<file path="config.mk">
export PLATFORM = sky130hd
export DESIGN_NAME = cell_row_to_ansi_sgr_utf8
export DESIGN_NICKNAME = d
export VERILOG_FILES = /design/src/hdl/cr2a_pkg.sv /design/src/hdl/cr2a_front.sv /design/src/hdl/cr2a_jobq.sv /design/src/hdl/cr2a_back.sv /design/src/hdl/cell_row_to_ansi_sgr_utf8.sv
export SDC_FILE = /design/constraint.sdc
export NUM_CORES = 1
export LEC_CHECK = 0
export BUFFER_PORTS_ARGS = -buffer_cell sky130_fd_sc_hd__buf_2
export CORE_MARGIN = 2
export CORE_UTILIZATION = 30
export CTS_CLUSTER_DIAMETER = 120
export DETAILED_ROUTE_END_ITERATION = 12
export PLACE_DENSITY = 0.52
export SLEW_MARGIN = 10
export SYNTH_ARGS = -nofsm -noshare
export SYNTH_HDL_FRONTEND = slang
export SYNTH_SLANG_ARGS = --single-unit
</file>
<file path="constraint.sdc">
create_clock -name clk -period 8.9 [get_ports clk]
set_clock_uncertainty 0.15 [all_clocks]
set_input_delay 1.78 -clock clk [delete_from_list [all_inputs] [get_ports clk]]
set_output_delay 1.78 -clock clk [all_outputs]
set_load 0.01 [all_outputs]
</file>
<file path="src/hdl/cr2a_pkg.sv">
package cr2a_pkg;

  localparam int JOBQ_DEPTH_DEF = 4;

  localparam logic [7:0] ESC_CHR   = 8'h1B;
  localparam logic [7:0] ZERO_CHR  = 8'h30;
  localparam logic [7:0] DEF_COLOR = 8'd255;

  typedef struct packed {
    logic            chg;
    logic            bold;
    logic            trail;
    logic [2:0][3:0] fg_dig;
    logic [1:0]      fg_n;
    logic [2:0][3:0] bg_dig;
    logic [1:0]      bg_n;
    logic [2:0][7:0] utf;
    logic [1:0]      utf_n;
  } job_t;

endpackage

</file>
<file path="src/hdl/cr2a_front.sv">
module cr2a_front (
  input  logic               clk,
  input  logic               rst_n,
  input  logic               in_push,
  output logic               in_full,
  input  logic [15:0]        in_char_code,
  input  logic [7:0]         in_fg_index,
  input  logic [7:0]         in_bg_index,
  input  logic               in_bold,
  input  logic               in_end_of_row,
  input  logic               q_full,
  output logic               q_push,
  output cr2a_pkg::job_t     q_job
);
  import cr2a_pkg::*;

  logic [7:0] prev_fg_r, prev_fg_nxt;
  logic [7:0] prev_bg_r, prev_bg_nxt;
  logic       prev_bold_r, prev_bold_nxt;
  logic       chg;

  function automatic job_t put_dec(input job_t j, input logic [7:0] v, input logic is_bg);
    logic [1:0]  h;
    logic [7:0]  r;
    logic [13:0] prod;
    logic [3:0]  t;
    logic [3:0]  o;
    logic [2:0][3:0] d;
    logic [1:0]  n;
    h = (v >= 8'd200) ? 2'd2 : ((v >= 8'd100) ? 2'd1 : 2'd0);
    r = v - 8'(h) * 8'd100;
    prod = 14'(r[6:0]) * 14'd103;
    t = prod[13:10];
    o = 4'(r - 8'(t) * 8'd10);
    d = '0;
    if (v >= 8'd100) begin
      d[0] = {2'b00, h};
      d[1] = t;
      d[2] = o;
      n = 2'd3;
    end else if (v >= 8'd10) begin
      d[0] = t;
      d[1] = o;
      n = 2'd2;
    end else begin
      d[0] = o;
      n = 2'd1;
    end
    if (is_bg) begin
      j.bg_dig = d;
      j.bg_n = n;
    end else begin
      j.fg_dig = d;
      j.fg_n = n;
    end
    return j;
  endfunction

  assign in_full = q_full;
  assign q_push  = in_push & ~q_full;
  assign chg = (in_fg_index != prev_fg_r) || (in_bg_index != prev_bg_r) ||
               (in_bold != prev_bold_r);

  always_comb begin
    job_t j;
    j = '0;
    j.chg  = chg;
    j.bold = in_bold;
    j = put_dec(j, in_fg_index, 1'b0);
    j = put_dec(j, in_bg_index, 1'b1);
    if (in_char_code < 16'h0080) begin
      j.utf[0] = in_char_code[7:0];
      j.utf_n  = 2'd1;
    end else if (in_char_code < 16'h0800) begin
      j.utf[0] = 8'hC0 | {3'b000, in_char_code[10:6]};
      j.utf[1] = 8'h80 | {2'b00, in_char_code[5:0]};
      j.utf_n  = 2'd2;
    end else begin
      j.utf[0] = 8'hE0 | {4'h0, in_char_code[15:12]};
      j.utf[1] = 8'h80 | {2'b00, in_char_code[11:6]};
      j.utf[2] = 8'h80 | {2'b00, in_char_code[5:0]};
      j.utf_n  = 2'd3;
    end
    prev_fg_nxt   = chg ? in_fg_index : prev_fg_r;
    prev_bg_nxt   = chg ? in_bg_index : prev_bg_r;
    prev_bold_nxt = chg ? in_bold : prev_bold_r;
    j.trail = in_end_of_row &&
              ((prev_fg_nxt != DEF_COLOR) || (prev_bg_nxt != 8'd0) || prev_bold_nxt);
    if (in_end_of_row) begin
      prev_fg_nxt   = DEF_COLOR;
      prev_bg_nxt   = DEF_COLOR;
      prev_bold_nxt = 1'b0;
    end
    q_job = j;
  end

  always_ff @(posedge clk) begin
    if (!rst_n) begin
      prev_fg_r   <= DEF_COLOR;
      prev_bg_r   <= DEF_COLOR;
      prev_bold_r <= 1'b0;
    end else if (q_push) begin
      prev_fg_r   <= prev_fg_nxt;
      prev_bg_r   <= prev_bg_nxt;
      prev_bold_r <= prev_bold_nxt;
    end
  end

endmodule

</file>
<file path="src/hdl/cr2a_jobq.sv">
module cr2a_jobq #(
  parameter int DEPTH = cr2a_pkg::JOBQ_DEPTH_DEF
) (
  input  logic           clk,
  input  logic           rst_n,
  input  logic           push,
  input  cr2a_pkg::job_t push_job,
  output logic           full,
  input  logic           pop,
  output cr2a_pkg::job_t head_job,
  output logic           empty
);
  import cr2a_pkg::*;

  localparam int AW = $clog2(DEPTH);
  localparam int CW = $clog2(DEPTH + 1);
  localparam logic [AW-1:0] LAST_PTR = AW'(DEPTH - 1);
  localparam logic [CW-1:0] DEPTH_C  = CW'(DEPTH);

  job_t          entries_r [DEPTH];
  logic [AW-1:0] wr_ptr_r, rd_ptr_r;
  logic [CW-1:0] cnt_r;
  logic          do_push, do_pop;

  assign full     = (cnt_r == DEPTH_C);
  assign empty    = (cnt_r == '0);
  assign do_push  = push & ~full;
  assign do_pop   = pop & ~empty;
  assign head_job = entries_r[rd_ptr_r];

  always_ff @(posedge clk) begin
    if (do_push) begin
      entries_r[wr_ptr_r] <= push_job;
    end
  end

  always_ff @(posedge clk) begin
    if (!rst_n) begin
      wr_ptr_r <= '0;
      rd_ptr_r <= '0;
      cnt_r    <= '0;
    end else begin
      if (do_push) begin
        wr_ptr_r <= (wr_ptr_r == LAST_PTR) ? '0 : wr_ptr_r + 1'b1;
      end
      if (do_pop) begin
        rd_ptr_r <= (rd_ptr_r == LAST_PTR) ? '0 : rd_ptr_r + 1'b1;
      end
      if (do_push && !do_pop) begin
        cnt_r <= cnt_r + 1'b1;
      end else if (do_pop && !do_push) begin
        cnt_r <= cnt_r - 1'b1;
      end
    end
  end

endmodule

</file>
<file path="src/hdl/cr2a_back.sv">
module cr2a_back (
  input  logic           clk,
  input  logic           rst_n,
  input  cr2a_pkg::job_t job,
  input  logic           q_empty,
  output logic           q_pop,
  output logic           out_empty,
  input  logic           out_pop,
  output logic [7:0]     out_byte,
  output logic           out_last_in_run
);
  import cr2a_pkg::*;

  typedef enum logic [9:0] {
    PH_IDLE  = 10'b0000000001,
    PH_PRE   = 10'b0000000010,
    PH_BOLD  = 10'b0000000100,
    PH_FGPRE = 10'b0000001000,
    PH_FG    = 10'b0000010000,
    PH_BGPRE = 10'b0000100000,
    PH_BG    = 10'b0001000000,
    PH_M     = 10'b0010000000,
    PH_UTF   = 10'b0100000000,
    PH_TRL   = 10'b1000000000
  } phase_t;

  phase_t     phase_r, cur, nxt_ph;
  logic [2:0] idx_r;
  logic       out_valid_r;
  logic [7:0] out_byte_r;
  logic       out_last_r;
  logic [7:0] byte_c;
  logic       end_c, last_c;
  logic       advance, emit;

  function automatic logic [7:0] dig_chr(input logic [2:0][3:0] d, input logic [2:0] i);
    logic [3:0] v;
    case (i)
      3'd0:    v = d[0];
      3'd1:    v = d[1];
      default: v = d[2];
    endcase
    return ZERO_CHR + {4'h0, v};
  endfunction

  assign cur = (phase_r == PH_IDLE) ? (job.chg ? PH_PRE : PH_UTF) : phase_r;

  always_comb begin
    byte_c = 8'h00;
    end_c  = 1'b1;
    last_c = 1'b0;
    nxt_ph = PH_IDLE;
    unique case (cur)
      PH_PRE: begin
        case (idx_r)
          3'd0:    byte_c = ESC_CHR;
          3'd1:    byte_c = "[";
          3'd2:    byte_c = "0";
          default: byte_c = ";";
        endcase
        end_c  = (idx_r == 3'd3);
        nxt_ph = job.bold ? PH_BOLD : PH_FGPRE;
      end
      PH_BOLD: begin
        byte_c = (idx_r == 3'd0) ? "1" : ";";
        end_c  = (idx_r == 3'd1);
        nxt_ph = PH_FGPRE;
      end
      PH_FGPRE: begin
        case (idx_r)
          3'd0:    byte_c = "3";
          3'd1:    byte_c = "8";
          3'd3:    byte_c = "5";
          default: byte_c = ";";
        endcase
        end_c  = (idx_r == 3'd4);
        nxt_ph = PH_FG;
      end
      PH_FG: begin
        byte_c = dig_chr(job.fg_dig, idx_r);
        end_c  = (idx_r == {1'b0, job.fg_n - 2'd1});
        nxt_ph = PH_BGPRE;
      end
      PH_BGPRE: begin
        case (idx_r)
          3'd1:    byte_c = "4";
          3'd2:    byte_c = "8";
          3'd4:    byte_c = "5";
          default: byte_c = ";";
        endcase
        end_c  = (idx_r == 3'd5);
        nxt_ph = PH_BG;
      end
      PH_BG: begin
        byte_c = dig_chr(job.bg_dig, idx_r);
        end_c  = (idx_r == {1'b0, job.bg_n - 2'd1});
        nxt_ph = PH_M;
      end
      PH_M: begin
        byte_c = "m";
        nxt_ph = PH_UTF;
      end
      PH_UTF: begin
        case (idx_r)
          3'd0:    byte_c = job.utf[0];
          3'd1:    byte_c = job.utf[1];
          default: byte_c = job.utf[2];
        endcase
        end_c  = (idx_r == {1'b0, job.utf_n - 2'd1});
        nxt_ph = job.trail ? PH_TRL : PH_IDLE;
        last_c = end_c & ~job.trail;
      end
      PH_TRL: begin
        case (idx_r)
          3'd0:    byte_c = ESC_CHR;
          3'd1:    byte_c = "[";
          3'd2:    byte_c = "0";
          default: byte_c = "m";
        endcase
        end_c  = (idx_r == 3'd3);
        last_c = end_c;
      end
      default: begin
        byte_c = 8'h00;
      end
    endcase
  end

  assign advance         = ~out_valid_r | out_pop;
  assign emit            = advance & ~q_empty;
  assign q_pop           = emit & last_c;
  assign out_empty       = ~out_valid_r;
  assign out_byte        = out_byte_r;
  assign out_last_in_run = out_last_r;

  always_ff @(posedge clk) begin
    if (!rst_n) begin
      phase_r     <= PH_IDLE;
      idx_r       <= '0;
      out_valid_r <= 1'b0;
    end else begin
      if (emit) begin
        phase_r     <= end_c ? nxt_ph : cur;
        idx_r       <= end_c ? 3'd0 : idx_r + 3'd1;
        out_valid_r <= 1'b1;
      end else if (out_pop) begin
        out_valid_r <= 1'b0;
      end
    end
  end

  always_ff @(posedge clk) begin
    if (emit) begin
      out_byte_r <= byte_c;
      out_last_r <= last_c;
    end
  end

endmodule

</file>
<file path="src/hdl/cell_row_to_ansi_sgr_utf8.sv">
// Terminal row encoder: cells in, ANSI SGR escape and UTF-8 bytes out.
// Input queue side: drive the cell on in_* and raise in_push; the cell is
// taken at a clock edge where in_push is high and in_full is low.
// Result queue side: while out_empty is low, out_byte/out_last_in_run hold
// the oldest byte; it is taken at an edge where out_pop is high.
// out_last_in_run marks the final byte produced by one cell.
// A cell whose attributes differ from the previous cell's (the defaults after reset or a row end)
// produces an SGR sequence before its character; the last cell of a row may add ESC[0m.
// When idle, the first byte of a cell passes through the job queue and the output register to out_*.
// Throughput: one output byte per cycle while out_pop keeps up, set by the single byte
// sequencer; a cell produces 1 to 31 bytes (1 to 3 for plain characters).
// The front stage classifies and encodes cells into a job queue of
// JOBQ_DEPTH entries, so pushes continue while the output side stalls;
// in_full rises only once that queue is full.
// Reset (rst_n low, synchronous) empties both queues and sets the
// attribute history to fg 255, bg 255, not bold.
module cell_row_to_ansi_sgr_utf8 #(
  parameter int JOBQ_DEPTH = cr2a_pkg::JOBQ_DEPTH_DEF
) (
  input  logic        clk,
  input  logic        rst_n,
  input  logic        in_push,
  output logic        in_full,
  input  logic [15:0] in_char_code,
  input  logic [7:0]  in_fg_index,
  input  logic [7:0]  in_bg_index,
  input  logic        in_bold,
  input  logic        in_end_of_row,
  output logic        out_empty,
  input  logic        out_pop,
  output logic [7:0]  out_byte,
  output logic        out_last_in_run
);
  import cr2a_pkg::*;

  job_t push_job, head_job;
  logic q_push, q_full, q_pop, q_empty;

  cr2a_front u_front (
    .clk           (clk),
    .rst_n         (rst_n),
    .in_push       (in_push),
    .in_full       (in_full),
    .in_char_code  (in_char_code),
    .in_fg_index   (in_fg_index),
    .in_bg_index   (in_bg_index),
    .in_bold       (in_bold),
    .in_end_of_row (in_end_of_row),
    .q_full        (q_full),
    .q_push        (q_push),
    .q_job         (push_job)
  );

  cr2a_jobq #(
    .DEPTH (JOBQ_DEPTH)
  ) u_jobq (
    .clk      (clk),
    .rst_n    (rst_n),
    .push     (q_push),
    .push_job (push_job),
    .full     (q_full),
    .pop      (q_pop),
    .head_job (head_job),
    .empty    (q_empty)
  );

  cr2a_back u_back (
    .clk             (clk),
    .rst_n           (rst_n),
    .job             (head_job),
    .q_empty         (q_empty),
    .q_pop           (q_pop),
    .out_empty       (out_empty),
    .out_pop         (out_pop),
    .out_byte        (out_byte),
    .out_last_in_run (out_last_in_run)
  );

endmodule

</file>
==> results.toml <==
[synthesis]
synthCells = 1081
synthArstFlopShare = 0
synth_nets = 1235
ys.flop_type = "edfxtp_1"
synth.distinct_cells = 65
synth_edf_count = 225
syn_area_per_cell_sq_um = 12.9
ys_seq_area_frac = 0.544
yosysWarnings = 0
ys_ff_latch = 265
syn-cell-area_sq_um = 13900

[detailed_routing]
dr.pass1.iters = 5
finalWirelength_um = 32400
vias_per_cell = 4.95
ant_nets = 0
drtIter0Drc = 574
drc_errors = 0
vias = 8658
wl_per_cell_um = 18.5

[grt]
grt_first_pass_wirelength_um = 51500
overflow = 0
grtUsageTotal = 0.137
antenna_found_initial = 1
grt_start_max_net_pins = 55
grt_pass1_vias = 8855

[placed_design]
placed_cell_area_sq_um = 14800
io_buffer_count = 48
dp_hpwl_um = 21900
place_congestion = 0.820

[floorplanning]
die_w_um = 219
fp-row-count = 78
die-area_sq_um = 48000
start_util = 0.305
coreArea_sq_um = 45600
io_pins = 49
die_h_um = 219

[clock_network]
cts_root_buffer = "clkbuf_16"
hold_buffers = 0
post_cts_resized = 0
numCtsBuffers = 30
clock_latency_ns = 0.54
post_cts_buffers = 0
max-clock-path-buffers = 3
clock_sinks = 265
cts.htree.levels = 1
cts_tree = "built"
cts.clk_slew.worst_paths_ns = 0.06

[worst_setup_path]
crit_family = "adder cells"
crit_type = "input port to flop"
crit_buf_inv = 5
cp-end-kind = "flop"
worst-path-max-fanout = 8
startpoint_type = "input port"
critPathMaxStageDelay_ns = 0.52
slowest_stage = "fa_1"
crit_arrival_ns = 8.17
crit_required_ns = 8.99

[sta]
fin_setup_tns_ns = 0
fmax_mhz = 124
rsz0062_at_grt = "no"
min_period_over_period = 0.907
hold_ws_ns = 0.324
setup_viol = 0
relSlewSlack = 0.263
worstMarginPinSlew_ns = 1.11
finalHoldViolations = 0
fin_crit_ns = 8.07
drv_slew = 0

[final_layout]
area_delta_synth_final_pct = 13.6
drive_gt1_frac = 0.155
nNetsFinal = 1278
post-route-util = 0.346
fin_area_sq_um = 15800
diodes = 0

[power_and_ir_drop]
p_int_mw = 3.18
p_per_area_nw_per_um2 = 308
max-vdd-ir-drop_v = 0.000163
comb_power_share = 0.377
clkPwrFrac = 0.251
power_mw = 4.86
seqPwrFrac = 0.373
power.net_switching_mw = 1.68
power.leakage_nw = 5.65
swShare = 0.345

[run_status]
status = "finished, final reports clean"

[worst_hold_path]
hold_class = "flop to flop"

[run]
maxCapViolCount = 0
==> metrics by stage <==
stage	worst slack, ns	instances
floorplan	0.475	1081
global placement	0.421	1692
detailed placement	0.239	1692
CTS	0.807	1748
global route	0.138	1748
finish	0.827	1748
==> cells in the final DEF, fill, tap and decap left out, types with 4 or more instances in the layout <==
cell | synthesis | routed
dfxtp_1 | 40 | 38
clkinv_1 | 0 | 6
or3_1 | 7 | 7
a22oi_1 | 4 | 4
and2_2 | 0 | 4
nor2b_1 | 8 | 6
xnor2_1 | 33 | 33
nand3b_1 | 4 | 4
nor4_1 | 10 | 10
o21ai_0 | 50 | 50
nand2_1 | 56 | 56
nand3_1 | 21 | 21
nor3_1 | 26 | 26
clkbuf_1 | 39 | 4
o21a_1 | 6 | 6
xor2_1 | 16 | 16
mux2i_1 | 41 | 41
ha_1 | 95 | 95
and2_1 | 10 | 6
nor2_1 | 52 | 51
o221ai_1 | 10 | 10
clkinv_2 | 0 | 7
edfxtp_1 | 225 | 225
o21bai_1 | 6 | 6
or2_2 | 4 | 4
mux4_2 | 38 | 38
or4_1 | 6 | 6
buf_4 | 0 | 15
inv_1 | 88 | 88
fa_1 | 21 | 21
buf_2 | 9 | 48
nand2b_1 | 11 | 11
o31ai_1 | 6 | 6
o22ai_1 | 17 | 17
a21oi_1 | 53 | 53
nand4_1 | 12 | 12
clkbuf_16 | 0 | 31
==> final timing paths <==
check                           from                 endpoint  slack, ns  cells past startpoint
setup / recovery      in_fg_index[3]  u_jobq.entries_r[0][49]       0.83                     27
hold / removal    u_back.out_valid_r       u_back.out_valid_r       0.32                      2
setup reg to reg     u_jobq.cnt_r[0]   u_jobq.entries_r[0][6]       4.84                      5
hold reg to reg   u_back.out_valid_r       u_back.out_valid_r       0.32                      2
==> worst reg2reg max path, cell delays in order, from the launching register on <==
cell and delay, ns:
dfxtp_1 0.42, nor3b_1 0.10, nand2b_1 0.66, inv_1 1.00, and2_2 0.79, buf_4 0.56
==> cells in the mapped netlist (4+ instances only) <==
cell type | number | area (sq um)
xor2_1 | 16 | 140
ha_1 | 95 | 1190
a21oi_1 | 53 | 265
o31ai_1 | 6 | 45.0
mux4_2 | 38 | 856
edfxtp_1 | 225 | 6760
o21a_1 | 6 | 45.0
buf_2 | 9 | 45.0
nand3b_1 | 4 | 30.0
mux2i_1 | 41 | 410
or2_2 | 4 | 25.0
inv_1 | 88 | 330
nand2b_1 | 11 | 68.8
or4_1 | 6 | 45.0
clkbuf_1 | 39 | 146
nand2_1 | 56 | 210
nand4_1 | 12 | 75.1
dfxtp_1 | 40 | 801
fa_1 | 21 | 420
o21bai_1 | 6 | 45.0
nor2_1 | 52 | 195
nor3_1 | 26 | 130
xnor2_1 | 33 | 289
o21ai_0 | 50 | 250
nand3_1 | 21 | 105
o221ai_1 | 10 | 87.6
o22ai_1 | 17 | 106
or3_1 | 7 | 43.8
nor4_1 | 10 | 62.6
and2_1 | 10 | 62.6
a22oi_1 | 4 | 30.0
nor2b_1 | 8 | 50.1
==> registers in the layout, indices dropped and copies added (netlist names), named ones only <==
name and flops:
u_jobq.entries_r 216, u_back.phase_r 10, u_back.out_byte 8, u_front.prev_bg_r 8, u_front.prev_fg_r 8, u_back.idx_r 3
u_jobq.cnt_r 3, u_jobq.rd_ptr_r 2, u_jobq.wr_ptr_r 2, u_back.out_last_in_run 1, u_back.out_valid_r 1, u_front.prev_bold_r 1
==> per-layer routing <==
layer	global-route usage	vias up	wire length, um
met3	0.0147	33	1040
li1	-	4128	-
met1	0.192	4366	15400
met2	0.231	131	15500
met5	0	-	0
met4	0.0293	0	476
==> final cells by class <==
class                      count  area, sq um
clock buffer                  37          818
clock inverter                19          173
fill                        4407        29800
inverter                      89          334
multi-input combinational    675         5780
sequential                   265         7560
tap                          600          751
timing repair buffer          63          353
==> power by group through the flow <==
stage	clock network [mW]	registers [mW]	logic, mW
floorplan	0	1.82	1.33
global placement	0	1.83	1.78
detailed placement	0	1.84	1.83
CTS	1.25	1.81	1.85
global route	1.30	1.83	2.07
finish	1.22	1.81	1.83
==> kinds of logic (layout without fill, tap and decap cells) <==
family | count (synthesis) | after routing | share of synthesized area
adder cells (fa/ha/maj) | 116 | 116 | 0.116
buffers and inverters | 141 | 208 | 0.0405
AO/OA/AOI/OAI | 186 | 186 | 0.0858
flip-flops | 265 | 265 | 0.544
multiplexers | 82 | 82 | 0.0936
AND/OR/NAND/NOR | 242 | 242 | 0.0893
XOR/XNOR | 49 | 49 | 0.0309
No activity file was read; power rests on OpenSTA's default activity.
